`config.mk`:
```
export PLATFORM = sky130hd
export DESIGN_NAME = bsmm_out_fifo
export DESIGN_NICKNAME = d
export VERILOG_FILES = /design/src/rtl/bsmm_pkg.sv /design/src/rtl/bsmm_out_fifo.sv
export SDC_FILE = /design/constraint.sdc
export NUM_CORES = 1
export LEC_CHECK = 0
export CORE_UTILIZATION = 60
export DETAILED_ROUTE_END_ITERATION = 7
export DONT_BUFFER_PORTS = 1
export HOLD_SLACK_MARGIN = 0.02
export PLACE_DENSITY_LB_ADDON = 0.25
export REMOVE_ABC_BUFFERS = 1
export SYNTH_ARGS = -nofsm -noshare
export SYNTH_HDL_FRONTEND = slang
export SYNTH_SLANG_ARGS = --single-unit
export TNS_END_PERCENT = 100
```
`constraint.sdc`:
```
create_clock -name clk -period 3.1 [get_ports clk]
set_input_delay 0.62 -clock clk [delete_from_list [all_inputs] [get_ports clk]]
set_output_delay 0.62 -clock clk [all_outputs]
set_load 0.005 [all_outputs]
```
`src/rtl/bsmm_pkg.sv`:
```
// Package: widths, register codes and payload types of the motion mask unit
`timescale 1ns / 1ps
package bsmm_pkg;

  localparam int FRAME_PIXELS = 65536;
  localparam int POS_W        = $clog2(FRAME_PIXELS);

  localparam int LUMA_W   = 8;
  localparam int MASK_W   = 8;
  localparam int WEIGHT_W = 13;
  localparam int THR_W    = 8;
  localparam int BG_W     = 32;
  localparam int FRAC_W   = 12;
  localparam int BG_HI_W  = BG_W - FRAC_W;
  localparam int PNEW_W   = BG_W - FRAC_W;
  localparam int CFG_IDX_W  = 2;
  localparam int CFG_DATA_W = WEIGHT_W;

  localparam int FIFO_DEPTH = 4;
  localparam int FIFO_PTR_W = $clog2(FIFO_DEPTH);
  localparam int FIFO_CNT_W = $clog2(FIFO_DEPTH + 3);

  localparam logic [MASK_W-1:0] MASK_FG = 8'd255;
  localparam logic [MASK_W-1:0] MASK_BG = 8'd0;

  localparam logic [WEIGHT_W-1:0] NEW_WEIGHT_RST = 13'd205;
  localparam logic [WEIGHT_W-1:0] OLD_WEIGHT_RST = 13'd3891;
  localparam logic [THR_W-1:0]    THRESHOLD_RST  = 8'd20;

  typedef enum logic [CFG_IDX_W-1:0] {
    CFG_NEW_WEIGHT     = 2'd0,
    CFG_OLD_WEIGHT     = 2'd1,
    CFG_DIFF_THRESHOLD = 2'd2
  } cfg_idx_t;

  typedef struct packed {
    logic [MASK_W-1:0] mask_value;
    logic              frame_end_out;
  } result_t;

  typedef struct packed {
    logic                  push;
    logic                  pop;
    logic [FIFO_CNT_W-1:0] count;
  } fifo_stat_t;

endpackage

```
`src/rtl/bsmm_out_fifo.sv`:
```
// Result queue that decouples the update pipeline from the output handshake
`timescale 1ns / 1ps
module bsmm_out_fifo (
  input  logic                clk,
  input  logic                rst_n,
  input  logic                push,
  input  bsmm_pkg::result_t   push_data,
  input  logic                pop,
  output bsmm_pkg::result_t   head,
  output logic                head_valid,
  output bsmm_pkg::fifo_stat_t stat
);
  import bsmm_pkg::*;

  result_t                 slot_r [FIFO_DEPTH];
  logic [FIFO_PTR_W-1:0]   wr_ptr_r, wr_ptr_nxt;
  logic [FIFO_PTR_W-1:0]   rd_ptr_r, rd_ptr_nxt;
  logic [FIFO_CNT_W-1:0]   count_r, count_nxt;

  always_comb begin
    wr_ptr_nxt = push ? wr_ptr_r + FIFO_PTR_W'(1) : wr_ptr_r;
    rd_ptr_nxt = pop ? rd_ptr_r + FIFO_PTR_W'(1) : rd_ptr_r;
    count_nxt  = count_r + FIFO_CNT_W'(push) - FIFO_CNT_W'(pop);
  end

  always_ff @(posedge clk) begin
    if (!rst_n) begin
      wr_ptr_r <= '0;
      rd_ptr_r <= '0;
      count_r  <= '0;
    end else begin
      wr_ptr_r <= wr_ptr_nxt;
      rd_ptr_r <= rd_ptr_nxt;
      count_r  <= count_nxt;
    end
  end

  always_ff @(posedge clk) begin
    if (push) begin
      slot_r[wr_ptr_r] <= push_data;
    end
  end

  assign head       = slot_r[rd_ptr_r];
  assign head_valid = (count_r != '0);
  assign stat.push  = push;
  assign stat.pop   = pop;
  assign stat.count = count_r;

endmodule

```
# After elaboration in Yosys (flattened, before gate mapping)
# Memory sizes are Yosys's and may differ from the RTL's. A register that Yosys moved wholly into a read port is not among the register bits.
# Index checks and enable logic that the tools add are counted.
# totals
ff_bits,7
mem_bits_rw,36
elab_cells,13
memories,1
# mem_list
memory,words,width,read_ports,rd_ports_with_merged_regs,wr,line_no,rtl
slot_r,4,9,1,1,1,bsmm_out_fifo.sv:15,result_t slot_r [FIFO_DEPTH];
# op_classes
addsub,4
muxes,4
reduce_logical,1
# ops
op,count
"adder 2 x 1 -> 2 bit, second input constant",2
two-way mux 2 bit,2
adder 3 x 1 -> 3 bit,1
nonzero test 3 bit,1
subtractor 3 x 1 -> 3 bit,1
two-way mux 1 bit,2

# Longest topological paths before layout
# Gate-level depths: netlist (run 1).
# depth
word_depth,3
depth_mapped,7
mapped_depth_nobuf,7

# Least setup slack after synthesis (run 1)
# No wires, ideal clock.
# synth_timing
path_type,input to register
startpoint,input port pop
endpoint,register count_r[2]
setup_ns,0.064
t_arrival_ns,1.871
required_ns,3.036
slack_ns,1.164
path_stages,6
n_path_buf,0
path_cell_list,ha_1 -> inv_1 -> ha_1 -> fa_1 -> xor3_1 -> nor2_1
# synth_between
elab_chain_cells,1
# synth_rtl
item,line_no,rtl
"start, declared",bsmm_out_fifo.sv:8,"input logic pop,"
subtractor 3 x 1 -> 3 bit,bsmm_out_fifo.sv:23,count_nxt = count_r + FIFO_CNT_W'(push) - FIFO_CNT_W'(pop);
"end signal, assigned",bsmm_out_fifo.sv:34,count_r <= count_nxt;
"end, declared",bsmm_out_fifo.sv:18,"logic [FIFO_CNT_W-1:0] count_r, count_nxt;"
# Every way passes these cells.
# A chain may end at the register's enable or synchronous reset.

==> results of run 1 <==
area by class of cell:
class,instances,area (µm²),share of cell area (%)
Tap cell,31,38.8,2.13
Clock buffer,5,37.5,2.06
Clock inverter,3,21.3,1.17
Sequential cell,45,1260,69.3
Inverter,7,26.3,1.44
Multi-Input combinational cell,35,434,23.9
layout by cell type, fill, tap and decap left out, drive strengths merged, types with 2 or more instances in the layout:
cell type	n
ha	6
clkbuf	5
and2	6
edfxtp	36
mux4	9
nor2	5
inv	8
dfxtp	9
xnor2	2
worst max-delay path by stage:
stage,start,end,slack [ns],depth (start not counted)
floorplan,pop,count_r[2]$_SDFF_PN0_,1.16,6
global placement,pop,count_r[2]$_SDFF_PN0_,1.12,6
detailed placement,pop,count_r[2]$_SDFF_PN0_,1.08,6
CTS,flip-flop,head[6],0.73,1
global route,flip-flop,head[1],0.68,1
finish,flip-flop,head[0],0.81,1
per-stage QoR:
stage	area [µm²]	hold WS [ns]	total power [µW]	instances	util, %
floorplan	1720	0.499	829	87	-
global placement	1760	0.510	850	118	63.8
detailed placement	1760	0.555	858	118	63.8
CTS	1820	0.330	1130	126	66.0
global route	1820	0.325	1170	126	66.0
finish	1820	0.349	1110	126	66.0
cell families (layout without fill, tap and decap cells):
logic type,after synthesis,in the layout
buffers and inverters,11,15
multiplexers,10,10
adder cells (fa/ha/maj),7,7
AND/OR/NAND/NOR,13,13
XOR/XNOR,3,3
AO/OA/AOI/OAI,2,2
flip-flops,45,45
sequential cells by signal, indices dropped and copies added, names as in the netlist, named ones only:
name / cells
rd_ptr_r: 2
count_r: 3
slot_r: 36
wr_ptr_r: 2
layer usage:
metal  GRT usage [%]  vias up
met5               0        -
met3            5.12        8
met1            20.3      363
met2            28.2       23
met4            12.5        0
li1                -      342
report_power, final:
part,total [µW],switching [µW],internal [µW]
registers,724,30.4,693
clock network,274,185,89.8
logic,116,47.4,68.8
total,1110,262,852
worst reg2reg max path, cell delays in order, from the launching register on:
cell,delay [ns]
sky130_fd_sc_hd__dfxtp_1,0.39
sky130_fd_sc_hd__inv_1,0.06
sky130_fd_sc_hd__ha_1,0.27
sky130_fd_sc_hd__inv_1,0.04
sky130_fd_sc_hd__ha_1,0.19
sky130_fd_sc_hd__fa_1,0.39
sky130_fd_sc_hd__xor3_1,0.35
sky130_fd_sc_hd__nor2_1,0.08
==> run_summary.xml, run 1 <==
<?xml version="1.0" encoding="UTF-8"?>
<metrics>
  <group name="cts">
    <metric name="clk_slew_on_worst_s_h_paths" unit="ns">0.13</metric>
    <metric name="cts_tree" unit="">yes</metric>
    <metric name="worst_skew_pair.late_latency" unit="ns">0.35</metric>
    <metric name="clock_tree.htree_level_count" unit="">2</metric>
    <metric name="post_cts_resized" unit="">0</metric>
    <metric name="post_cts_buffers" unit="">0</metric>
    <metric name="root_buffer" unit="">sky130_fd_sc_hd__clkbuf_4</metric>
    <metric name="ctsLongestPathBuffers" unit="">2</metric>
    <metric name="cts_num_sinks" unit="">45</metric>
    <metric name="cts_hold_buffers" unit="">0</metric>
    <metric name="cts-buffers-inserted" unit="">5</metric>
  </group>
  <group name="synthesis">
    <metric name="muxShareOfSynthArea" unit="%">12.1</metric>
    <metric name="async_flop_share" unit="%">0</metric>
    <metric name="postSynthCellCount" unit="">91</metric>
    <metric name="mappedNetlistArea" unit="mm²">0.00175</metric>
    <metric name="ys_warn_count" unit="">0</metric>
    <metric name="synth.lib_cells_used.distinct" unit="">18</metric>
    <metric name="post_synth_and_or_nand_nor_area_fraction" unit="%">4.00</metric>
    <metric name="synth-edff-count" unit="">36</metric>
    <metric name="synth.most_common_cell" unit="">sky130_fd_sc_hd__edfxtp_1</metric>
    <metric name="synthDominantAreaCellType" unit="">sky130_fd_sc_hd__edfxtp_1</metric>
    <metric name="yosysSeqAreaShare" unit="%">71.9</metric>
    <metric name="synthXorXnorAreaFrac" unit="%">2.36</metric>
    <metric name="syn_avg_cell_area" unit="µm²">19.3</metric>
    <metric name="synthDominantCellAreaShare" unit="%">61.7</metric>
    <metric name="synth-compound-area-share" unit="%">0.857</metric>
    <metric name="post_synth_most_frequent_cells" unit="">36 x sky130_fd_sc_hd__edfxtp_1, 9 x sky130_fd_sc_hd__dfxtp_1, 9 x sky130_fd_sc_hd__mux4_2, 7 x sky130_fd_sc_hd__inv_1</metric>
    <metric name="synth_flop_cell" unit="">sky130_fd_sc_hd__edfxtp_1</metric>
    <metric name="synth-seq-cells" unit="">45</metric>
    <metric name="main_combinational_cell_family_by_area_after_synthesis" unit="">multiplexers</metric>
    <metric name="biggest_area_contributors_in_the_synthesized_netlist" unit="">sky130_fd_sc_hd__edfxtp_1 62%, sky130_fd_sc_hd__mux4_2 12%, sky130_fd_sc_hd__dfxtp_1 10%</metric>
    <metric name="post_synthesis_adder_cell_area_fraction" unit="%">5.42</metric>
  </group>
  <group name="worst_hold_path">
    <metric name="timing.hold.worst_path_depth" unit="">0</metric>
    <metric name="timing.hold.worst_endpoint" unit="">slot_r[1][5]$_DFFE_PP_</metric>
    <metric name="hold_wc_path_type" unit="">in2reg</metric>
    <metric name="critical_hold_path_startpoint" unit="">push_data[5]</metric>
  </group>
  <group name="floorplan">
    <metric name="die_h" unit="µm">56.1</metric>
    <metric name="design.portCount" unit="">28</metric>
    <metric name="initial_core_util" unit="%">63.6</metric>
    <metric name="fp.dieW" unit="µm">56.1</metric>
    <metric name="design.die.area" unit="mm²">0.00314</metric>
    <metric name="core_region_area" unit="mm²">0.00276</metric>
    <metric name="core.rowCount" unit="">19</metric>
  </group>
  <group name="detailed_routing">
    <metric name="drc_errors" unit="">0</metric>
    <metric name="met3_length" unit="µm">105</metric>
    <metric name="drt_pre_antenna_iters" unit="">3</metric>
    <metric name="detail_route.wirelength.met1" unit="mm">1.00</metric>
    <metric name="final_antenna_net_count" unit="">0</metric>
    <metric name="drt_iter0_markers" unit="">12</metric>
    <metric name="wl_met2" unit="mm">1.19</metric>
    <metric name="route.detailed.vias_per_inst" unit="">5.84</metric>
    <metric name="maxUsedRoutingLayer" unit="">met4</metric>
    <metric name="routed-via-count" unit="">736</metric>
    <metric name="finalWirelength" unit="mm">2.38</metric>
    <metric name="route.detailed.wl_per_inst" unit="µm">18.9</metric>
  </group>
  <group name="timing">
    <metric name="fmaxAchievable" unit="MHz">436</metric>
    <metric name="finClkSkew" unit="ns">0.00783</metric>
    <metric name="hold_viol_final" unit="">0</metric>
    <metric name="setup_slack" unit="ns">0.806</metric>
    <metric name="setup_viol_count_final" unit="">0</metric>
    <metric name="tns" unit="ns">0</metric>
    <metric name="worstMarginPinSlew" unit="ns">0.602</metric>
    <metric name="slew_violations" unit="">0</metric>
    <metric name="finalWorstPathRequiredPeriod" unit="ns">2.29</metric>
    <metric name="final_min_period_over_clock_period" unit="%">74.0</metric>
    <metric name="setup_repair_after_global_routing_missed_its_margin" unit="">false</metric>
    <metric name="slew_headroom" unit="%">59.8</metric>
  </group>
  <group name="critical_path">
    <metric name="critical-path-slowest-cell" unit="">sky130_fd_sc_hd__dfxtp_1</metric>
    <metric name="worst-path-buf-inv" unit="">0</metric>
    <metric name="timing.rr.start" unit="">count_r[0]$_SDFF_PN0_</metric>
    <metric name="crit_path_cell_trace" unit="">mux4_2</metric>
    <metric name="worst_setup_path_start_kind" unit="">flip-flop</metric>
    <metric name="setup.worst_path.end_class" unit="">output pin</metric>
    <metric name="timing.reg2reg.setup_slack" unit="ns">1.28</metric>
    <metric name="worstReg2RegEnd" unit="">count_r[2]$_SDFF_PN0_</metric>
    <metric name="path_delay_family" unit="">flip-flops</metric>
    <metric name="cp.arrival" unit="ns">1.67</metric>
    <metric name="critPathRequiredTime" unit="ns">2.48</metric>
    <metric name="worst-r2r-cell-count" unit="">7</metric>
    <metric name="worst-path-max-fanout" unit="">9</metric>
    <metric name="cp_slowest_stage_delay" unit="ns">0.73</metric>
    <metric name="criticalPathCategory" unit="">reg2out</metric>
  </group>
  <group name="global_routing">
    <metric name="antenna_found_initial" unit="">0</metric>
    <metric name="first_global_vias" unit="">801</metric>
    <metric name="grt_start_max_net_pins" unit="">16</metric>
    <metric name="track_usage" unit="%">17.6</metric>
    <metric name="leftover_overflow_at_the_end_of_global_routing" unit="">0</metric>
    <metric name="grt_pass1_wl" unit="mm">3.86</metric>
  </group>
  <group name="layout">
    <metric name="fraction_of_final_layout_cells_with_drive_strength_greater_than_1" unit="%">18.9</metric>
    <metric name="fillerInstances" unit="">197</metric>
    <metric name="insertedDiodeCount" unit="">0</metric>
    <metric name="nNetsFinal" unit="">114</metric>
    <metric name="syn2layout_area_growth" unit="%">3.78</metric>
  </group>
  <group name="placed_design">
    <metric name="preCtsSetupSlack" unit="ns">1.08</metric>
    <metric name="gp_congestion" unit="">0.630</metric>
    <metric name="io_buffers" unit="">0</metric>
  </group>
  <group name="power">
    <metric name="cellLeakagePower" unit="µW">0.000625</metric>
    <metric name="ir_drop" unit="mV">0.523</metric>
    <metric name="power.density" unit="mW/mm²">613</metric>
  </group>
  <group name="status">
    <metric name="result_of_the_run" unit="">finished clean</metric>
  </group>
  <group name="flow_run">
    <metric name="max_cap_viol_count" unit="">0</metric>
  </group>
</metrics>
Note: power is estimated with default switching activity, not from simulation.
==> inputs of run 2 (changes only) <==
CORE_UTILIZATION = 55   (was 60)
clock period = 1.9 ns   (was 3.1 ns; I/O delays follow)
==> run 2 against run 1 <==
- non-clock buffer count up 1
- clock-buffer cell count increased by 1
- critical path depth up 1
- largest cell class unchanged
- clock power rose by 51%
- critical endpoint is now head[2]
- die area rose by 8.8%
==> run_summary.xml, run 2 (synthesis results as in run 1) <==
<?xml version="1.0" encoding="UTF-8"?>
<metrics>
  <group name="global_routing">
    <metric name="grt_pass1_wl" unit="mm">3.53</metric>
    <metric name="use_met1" unit="%">16.0</metric>
    <metric name="global_route.peak_usage_layer" unit="">met2</metric>
    <metric name="grtUsageMet3" unit="%">5.27</metric>
    <metric name="antenna_found_initial" unit="">0</metric>
    <metric name="grt_start_max_net_pins" unit="">14</metric>
    <metric name="track_usage" unit="%">15.5</metric>
    <metric name="globalRouteMet2Util" unit="%">26.4</metric>
    <metric name="leftover_overflow_at_the_end_of_global_routing" unit="">0</metric>
    <metric name="first_global_vias" unit="">769</metric>
  </group>
  <group name="layout">
    <metric name="layout_commonest_cell" unit="">sky130_fd_sc_hd__edfxtp_1</metric>
    <metric name="mostFrequentLayoutCells" unit="">36 x sky130_fd_sc_hd__edfxtp_1, 9 x sky130_fd_sc_hd__mux4_2, 8 x sky130_fd_sc_hd__dfxtp_1</metric>
    <metric name="combined_area_of_the_multi_input_logic_cells" unit="µm²">434</metric>
    <metric name="syn2layout_area_growth" unit="%">4.78</metric>
    <metric name="postLayoutCellArea" unit="mm²">0.00184</metric>
    <metric name="largest-register" unit="">slot_r</metric>
    <metric name="insertedDiodeCount" unit="">0</metric>
    <metric name="fillerInstances" unit="">232</metric>
    <metric name="largest_register_ff_count" unit="">36</metric>
    <metric name="layout.core_utilization" unit="%">60.7</metric>
    <metric name="fraction_of_final_layout_cells_with_drive_strength_greater_than_1" unit="%">19.8</metric>
    <metric name="nNetsFinal" unit="">115</metric>
    <metric name="seq_area" unit="mm²">0.00126</metric>
    <metric name="registers_with_the_most_flip_flops" unit="">slot_r: 36 flops, count_r: 3 flops</metric>
  </group>
  <group name="placed_design">
    <metric name="dpl-instance-area" unit="mm²">0.00178</metric>
    <metric name="gp_congestion" unit="">0.642</metric>
    <metric name="io_buffers" unit="">0</metric>
    <metric name="place.detailed.hpwl" unit="mm">1.51</metric>
  </group>
  <group name="detailed_routing">
    <metric name="route.detailed.vias_per_inst" unit="">5.15</metric>
    <metric name="drc_errors" unit="">0</metric>
    <metric name="drt_iter0_markers" unit="">21</metric>
    <metric name="final_antenna_net_count" unit="">0</metric>
    <metric name="route.detailed.wl_per_inst" unit="µm">15.8</metric>
    <metric name="routed-via-count" unit="">721</metric>
    <metric name="drt_pre_antenna_iters" unit="">4</metric>
    <metric name="finalWirelength" unit="mm">2.21</metric>
  </group>
  <group name="timing">
    <metric name="setup_viol_count_final" unit="">0</metric>
    <metric name="setup_repair_after_global_routing_missed_its_margin" unit="">false</metric>
    <metric name="slew_headroom" unit="%">69.6</metric>
    <metric name="slew_violations" unit="">0</metric>
    <metric name="finalWorstPathRequiredPeriod" unit="ns">1.82</metric>
    <metric name="finClkSkew" unit="ns">0.00632</metric>
    <metric name="worstMarginPinSlew" unit="ns">0.456</metric>
    <metric name="hold_viol_final" unit="">0</metric>
    <metric name="final_min_period_over_clock_period" unit="%">95.7</metric>
    <metric name="fin_worst_hold_slack" unit="ns">0.117</metric>
    <metric name="fmaxAchievable" unit="MHz">550</metric>
    <metric name="tns" unit="ns">0</metric>
  </group>
  <group name="critical_path">
    <metric name="worst-path-buf-inv" unit="">1</metric>
    <metric name="path_delay_family" unit="">multiplexers</metric>
    <metric name="critical-path-slowest-cell" unit="">sky130_fd_sc_hd__mux4_2</metric>
    <metric name="cp_slowest_stage_delay" unit="ns">0.55</metric>
    <metric name="cp.arrival" unit="ns">1.44</metric>
    <metric name="critPathRequiredTime" unit="ns">1.52</metric>
    <metric name="crit_path_cell_trace" unit="">buf_4, mux4_2</metric>
    <metric name="worst-path-max-fanout" unit="">9</metric>
    <metric name="criticalPathCategory" unit="">reg2out</metric>
    <metric name="setup.worst_path.end_class" unit="">output pin</metric>
    <metric name="worst_setup_path_start_kind" unit="">flip-flop</metric>
  </group>
  <group name="power">
    <metric name="ir_drop" unit="mV">0.464</metric>
    <metric name="cellLeakagePower" unit="µW">0.000631</metric>
    <metric name="power.total" unit="µW">1790</metric>
    <metric name="power.density" unit="mW/mm²">973</metric>
  </group>
  <group name="floorplan">
    <metric name="fp.dieW" unit="µm">58.5</metric>
    <metric name="design.portCount" unit="">28</metric>
    <metric name="core.rowCount" unit="">20</metric>
    <metric name="initial_core_util" unit="%">57.9</metric>
    <metric name="core_region_area" unit="mm²">0.00303</metric>
    <metric name="die_h" unit="µm">58.5</metric>
    <metric name="design.die.area" unit="mm²">0.00342</metric>
  </group>
  <group name="cts">
    <metric name="cts-buffers-inserted" unit="">5</metric>
    <metric name="root_buffer" unit="">sky130_fd_sc_hd__clkbuf_4</metric>
    <metric name="cts_num_sinks" unit="">45</metric>
    <metric name="ctsLongestPathBuffers" unit="">2</metric>
    <metric name="post_cts_buffers" unit="">0</metric>
    <metric name="worst_skew_pair.late_latency" unit="ns">0.35</metric>
    <metric name="clk_slew_on_worst_s_h_paths" unit="ns">0.12</metric>
    <metric name="clock_tree.htree_level_count" unit="">2</metric>
    <metric name="cts_hold_buffers" unit="">0</metric>
    <metric name="cts_tree" unit="">yes</metric>
  </group>
  <group name="worst_hold_path">
    <metric name="hold_wc_path_type" unit="">in2reg</metric>
  </group>
  <group name="flow_run">
    <metric name="max_cap_viol_count" unit="">0</metric>
  </group>
  <group name="status">
    <metric name="result_of_the_run" unit="">finished clean</metric>
  </group>
</metrics>
==> run 2: cell types whose count changed in the layout (fill, tap and decap cells not counted), sizes merged <==
cell	delta
buf	+1
inv	-1
clkinvlp	-1
clkinv	+1
clkbuf	+1
==> run 2: final cells by class <==
| class | count | area share, % |
|---|---|---|
| inverters | 7 | 1.43 |
| flip-flops and latches | 45 | 68.7 |
| repair buffers | 1 | 0.409 |
| multi-input cells | 35 | 23.6 |
| clock inverters | 2 | 0.545 |
| well taps | 44 | 3.00 |
| clock buffers | 6 | 2.25 |
==> run 2: final timing paths <==
kind	start	end	slack [ns]	depth (start not counted)
max	flip-flop	head[2]	0.08	2
min	push_data[7]	slot_r[2][7]$_DFFE_PP_	0.12	0
max reg2reg	count_r[0]$_SDFF_PN0_	count_r[2]$_SDFF_PN0_	0.14	7
min reg2reg	rd_ptr_r[1]$_SDFFE_PN0P_	rd_ptr_r[1]$_SDFFE_PN0P_	0.56	2
==> run 2: repair_timing <==
action | CTS | global route
resized for setup | 0 | 1
setup endpoints to repair | 0 | 1
endpoints found under the hold margin | 0 | 0
==> run 2: metal layers <==
metal | routed length (µm) | part of all wire (%) | vias up
li1 | - | - | 345
met1 | 886 | 40 | 346
met2 | 1140 | 51 | 23
met3 | 125 | 5.6 | 7
met4 | 63 | 2.8 | 0
met5 | 0 | 0 | -
==> run 2: metrics by stage <==
stage               worst slack (ns)  cells
finish                        0.0808    140
global route                 0.00690    140
CTS                           0.0476    140
detailed placement             0.112    132
global placement               0.174    132
floorplan                      0.204     87
==> run 2: power breakdown <==
group	switching [µW]	internal, µW	total, µW
Combinational	86.9	115	202
Clock	274	141	415
Sequential	38.3	1130	1170
Total	399	1390	1790
==> inputs of run 3 (changes only) <==
ABC_AREA = 1   (was unset)
==> run 3 against run 2 <==
- worst setup slack improved by 0.13 ns
- global-route usage rose by 1.8 points
- critical path depth is 2 higher
- combinational power fell by 3%
- synthesized cell count up 77%
- sequential cell count unchanged
- design area rose by 5.4%
- cell count up 48%
- critical endpoint is now head[0]
==> run_summary.xml, run 3 <==
<?xml version="1.0" encoding="UTF-8"?>
<metrics>
  <group name="status">
    <metric name="result_of_the_run" unit="">finished clean</metric>
  </group>
  <group name="worst_hold_path">
    <metric name="critical_hold_path_startpoint" unit="">pop</metric>
    <metric name="hold_wc_path_type" unit="">in2reg</metric>
  </group>
  <group name="global_routing">
    <metric name="leftover_overflow_at_the_end_of_global_routing" unit="">0</metric>
    <metric name="track_usage" unit="%">17.3</metric>
    <metric name="first_global_vias" unit="">1056</metric>
    <metric name="grt_pass1_wl" unit="mm">4.38</metric>
    <metric name="grt_start_max_net_pins" unit="">37</metric>
    <metric name="antenna_found_initial" unit="">0</metric>
  </group>
  <group name="timing">
    <metric name="slew_violations" unit="">0</metric>
    <metric name="tns" unit="ns">0</metric>
    <metric name="worstMarginPinSlew" unit="ns">0.422</metric>
    <metric name="final_min_period_over_clock_period" unit="%">88.9</metric>
    <metric name="setup_viol_count_final" unit="">0</metric>
    <metric name="hold_viol_final" unit="">0</metric>
    <metric name="fmaxAchievable" unit="MHz">592</metric>
    <metric name="setup_repair_after_global_routing_missed_its_margin" unit="">false</metric>
    <metric name="slew_headroom" unit="%">71.9</metric>
    <metric name="finalWorstPathRequiredPeriod" unit="ns">1.69</metric>
    <metric name="finClkSkew" unit="ns">0.00208</metric>
  </group>
  <group name="floorplan">
    <metric name="core.rowCount" unit="">20</metric>
    <metric name="die_h" unit="µm">60.8</metric>
    <metric name="core_region_area" unit="mm²">0.00315</metric>
    <metric name="initial_core_util" unit="%">60.3</metric>
    <metric name="design.portCount" unit="">28</metric>
    <metric name="design.die.area" unit="mm²">0.00369</metric>
    <metric name="fp.dieW" unit="µm">60.8</metric>
  </group>
  <group name="cts">
    <metric name="clock_tree.htree_level_count" unit="">2</metric>
    <metric name="post_cts_resized" unit="">0</metric>
    <metric name="cts-buffers-inserted" unit="">5</metric>
    <metric name="clk_slew_on_worst_s_h_paths" unit="ns">0.11</metric>
    <metric name="cts_hold_buffers" unit="">0</metric>
    <metric name="root_buffer" unit="">sky130_fd_sc_hd__clkbuf_4</metric>
    <metric name="cts_num_sinks" unit="">45</metric>
    <metric name="ctsLongestPathBuffers" unit="">2</metric>
    <metric name="worst_skew_pair.late_latency" unit="ns">0.33</metric>
    <metric name="cts_tree" unit="">yes</metric>
    <metric name="post_cts_buffers" unit="">0</metric>
  </group>
  <group name="layout">
    <metric name="largest_register_ff_count" unit="">36</metric>
    <metric name="seq_area" unit="mm²">0.00126</metric>
    <metric name="nNetsFinal" unit="">182</metric>
    <metric name="combined_area_of_the_multi_input_logic_cells" unit="µm²">433</metric>
    <metric name="layoutNonFillerInstCount" unit="">207</metric>
    <metric name="fraction_of_final_layout_cells_with_drive_strength_greater_than_1" unit="%">6.13</metric>
    <metric name="registers_with_the_most_flip_flops" unit="">slot_r: 36 flops, count_r: 3 flops</metric>
    <metric name="insertedDiodeCount" unit="">0</metric>
    <metric name="fillerInstances" unit="">257</metric>
    <metric name="largest-register" unit="">slot_r</metric>
    <metric name="layout_commonest_cell" unit="">sky130_fd_sc_hd__edfxtp_1</metric>
    <metric name="syn2layout_area_growth" unit="%">1.91</metric>
    <metric name="mostFrequentLayoutCells" unit="">36 x sky130_fd_sc_hd__edfxtp_1, 33 x sky130_fd_sc_hd__inv_1, 28 x sky130_fd_sc_hd__nand2_1</metric>
  </group>
  <group name="detailed_routing">
    <metric name="routed-via-count" unit="">1057</metric>
    <metric name="route.detailed.wl_per_inst" unit="µm">13.1</metric>
    <metric name="drt_pre_antenna_iters" unit="">4</metric>
    <metric name="finalWirelength" unit="mm">2.71</metric>
    <metric name="final_antenna_net_count" unit="">0</metric>
    <metric name="drc_errors" unit="">0</metric>
    <metric name="route.detailed.vias_per_inst" unit="">5.11</metric>
    <metric name="drt_iter0_markers" unit="">34</metric>
  </group>
  <group name="critical_path">
    <metric name="setup.worst_path.end_class" unit="">output pin</metric>
    <metric name="cp.arrival" unit="ns">1.31</metric>
    <metric name="crit_path_cell_trace" unit="">buf_4, a21oi_1, o21ai_0, nand2_1</metric>
    <metric name="worst_setup_path_start_kind" unit="">flip-flop</metric>
    <metric name="criticalPathCategory" unit="">reg2out</metric>
    <metric name="path_delay_family" unit="">flip-flops</metric>
    <metric name="worst-path-max-fanout" unit="">36</metric>
    <metric name="worst-path-buf-inv" unit="">1</metric>
    <metric name="critical-path-slowest-cell" unit="">sky130_fd_sc_hd__dfxtp_1</metric>
    <metric name="timing.rr.start" unit="">count_r[0]$_SDFF_PN0_</metric>
    <metric name="critPathRequiredTime" unit="ns">1.52</metric>
    <metric name="cp_slowest_stage_delay" unit="ns">0.32</metric>
  </group>
  <group name="synthesis">
    <metric name="synth_flop_cell" unit="">sky130_fd_sc_hd__edfxtp_1</metric>
    <metric name="ys_warn_count" unit="">0</metric>
    <metric name="post_synth_most_frequent_cells" unit="">36 x sky130_fd_sc_hd__edfxtp_1, 33 x sky130_fd_sc_hd__inv_1, 28 x sky130_fd_sc_hd__nand2_1, 12 x sky130_fd_sc_hd__a21oi_1, 10 x sky130_fd_sc_hd__o21ai_0</metric>
    <metric name="synthDominantAreaCellType" unit="">sky130_fd_sc_hd__edfxtp_1</metric>
    <metric name="biggest_area_contributors_in_the_synthesized_netlist" unit="">sky130_fd_sc_hd__edfxtp_1 57%, sky130_fd_sc_hd__dfxtp_1 9.5%, sky130_fd_sc_hd__inv_1 6.5%</metric>
    <metric name="synth.most_common_cell" unit="">sky130_fd_sc_hd__edfxtp_1</metric>
    <metric name="synth-edff-count" unit="">36</metric>
    <metric name="postSynthCellCount" unit="">161</metric>
    <metric name="synthDominantCellAreaShare" unit="%">56.9</metric>
    <metric name="syn_avg_cell_area" unit="µm²">11.8</metric>
    <metric name="async_flop_share" unit="%">0</metric>
    <metric name="mappedNetlistArea" unit="mm²">0.00190</metric>
    <metric name="yosysSeqAreaShare" unit="%">66.4</metric>
    <metric name="synth.lib_cells_used.distinct" unit="">16</metric>
    <metric name="synth-seq-cells" unit="">45</metric>
  </group>
  <group name="placed_design">
    <metric name="io_buffers" unit="">0</metric>
    <metric name="place_inst" unit="">199</metric>
    <metric name="gp_congestion" unit="">0.676</metric>
    <metric name="place.detailed.hpwl" unit="mm">1.80</metric>
  </group>
  <group name="flow_run">
    <metric name="max_cap_viol_count" unit="">0</metric>
  </group>
  <group name="power">
    <metric name="ir_drop" unit="mV">0.566</metric>
    <metric name="power.density" unit="mW/mm²">906</metric>
    <metric name="cellLeakagePower" unit="µW">0.000787</metric>
  </group>
</metrics>
-- run 3: changes by cell type in the layout (fill, tap and decap cells not counted), sizes merged, moves of 9 or more --
cell / before / now
nand2: 0 / 28
inv: 7 / 33
a21oi: 1 / 15
o21ai: 0 / 13
mux4: 9 / 0
o211ai: 0 / 9
-- run 3: final timing paths --
kind / end / slack [ns] / cells after the start
worst max-delay path: head[0] / 0.21 / 4
worst min-delay path: rd_ptr_r[0]$_SDFFE_PN0P_ / 0.12 / 1
worst max register to register: count_r[2]$_SDFF_PN0_ / 0.29 / 7
worst min register to register: rd_ptr_r[1]$_SDFFE_PN0P_ / 0.48 / 2
-- run 3: cell families (layout without fill, tap and decap cells) --
logic type	after synthesis	count (layout)	synth area share, %
and+or+nand+nor	31	31	6.25
AOI/OAI and AO/OA	37	37	11.5
adders and majority gates	7	7	5.00
buffers and inverters	41	43	10.9
DFF	45	45	66.4
-- run 3: layout make-up --
cell class	count	share of cell area, %
flip-flops and latches	45	65.1
multi-input cells	75	22.4
inverters	33	6.40
well taps	44	2.84
clock buffers	8	2.52
repair buffers	2	0.775
-- run 3: metal layers --
metal  vias to the layer above  wire [µm]  GRT usage [%]
met1                       486       1120           16.5
met5                         -          0              0
met4                         0         40           7.47
li1                        537          -              -
met3                         6        214           7.46
met2                        28       1330           32.2
-- run 3: through the flow --
step | hold slack (ns) | worst slack (ns) | total power, µW | util [%] | area [µm²]
detailed placement | 0.465 | 0.317 | 1370 | 59.9 | 1890
CTS | 0.105 | 0.178 | 1770 | 61.4 | 1940
floorplan | 0.436 | 0.349 | 1320 | - | 1820
global route | 0.0999 | 0.0386 | 1850 | 61.4 | 1940
finish | 0.122 | 0.211 | 1760 | 61.4 | 1940
global placement | 0.455 | 0.380 | 1360 | 59.9 | 1890
-- run 3: report_power, final --
part / switching (µW) / internal (µW)
logic: 130 / 65.3
clock network: 259 / 148
registers: 29.7 / 1120
total: 418 / 1340
-- run 3: worst register-to-register path, stage by stage (launching register included) --
cell	delay, ns
sky130_fd_sc_hd__dfxtp_1	0.37
sky130_fd_sc_hd__inv_1	0.07
sky130_fd_sc_hd__ha_1	0.27
sky130_fd_sc_hd__inv_1	0.04
sky130_fd_sc_hd__ha_1	0.19
sky130_fd_sc_hd__fa_1	0.38
sky130_fd_sc_hd__a21oi_1	0.14
sky130_fd_sc_hd__nor2_1	0.06
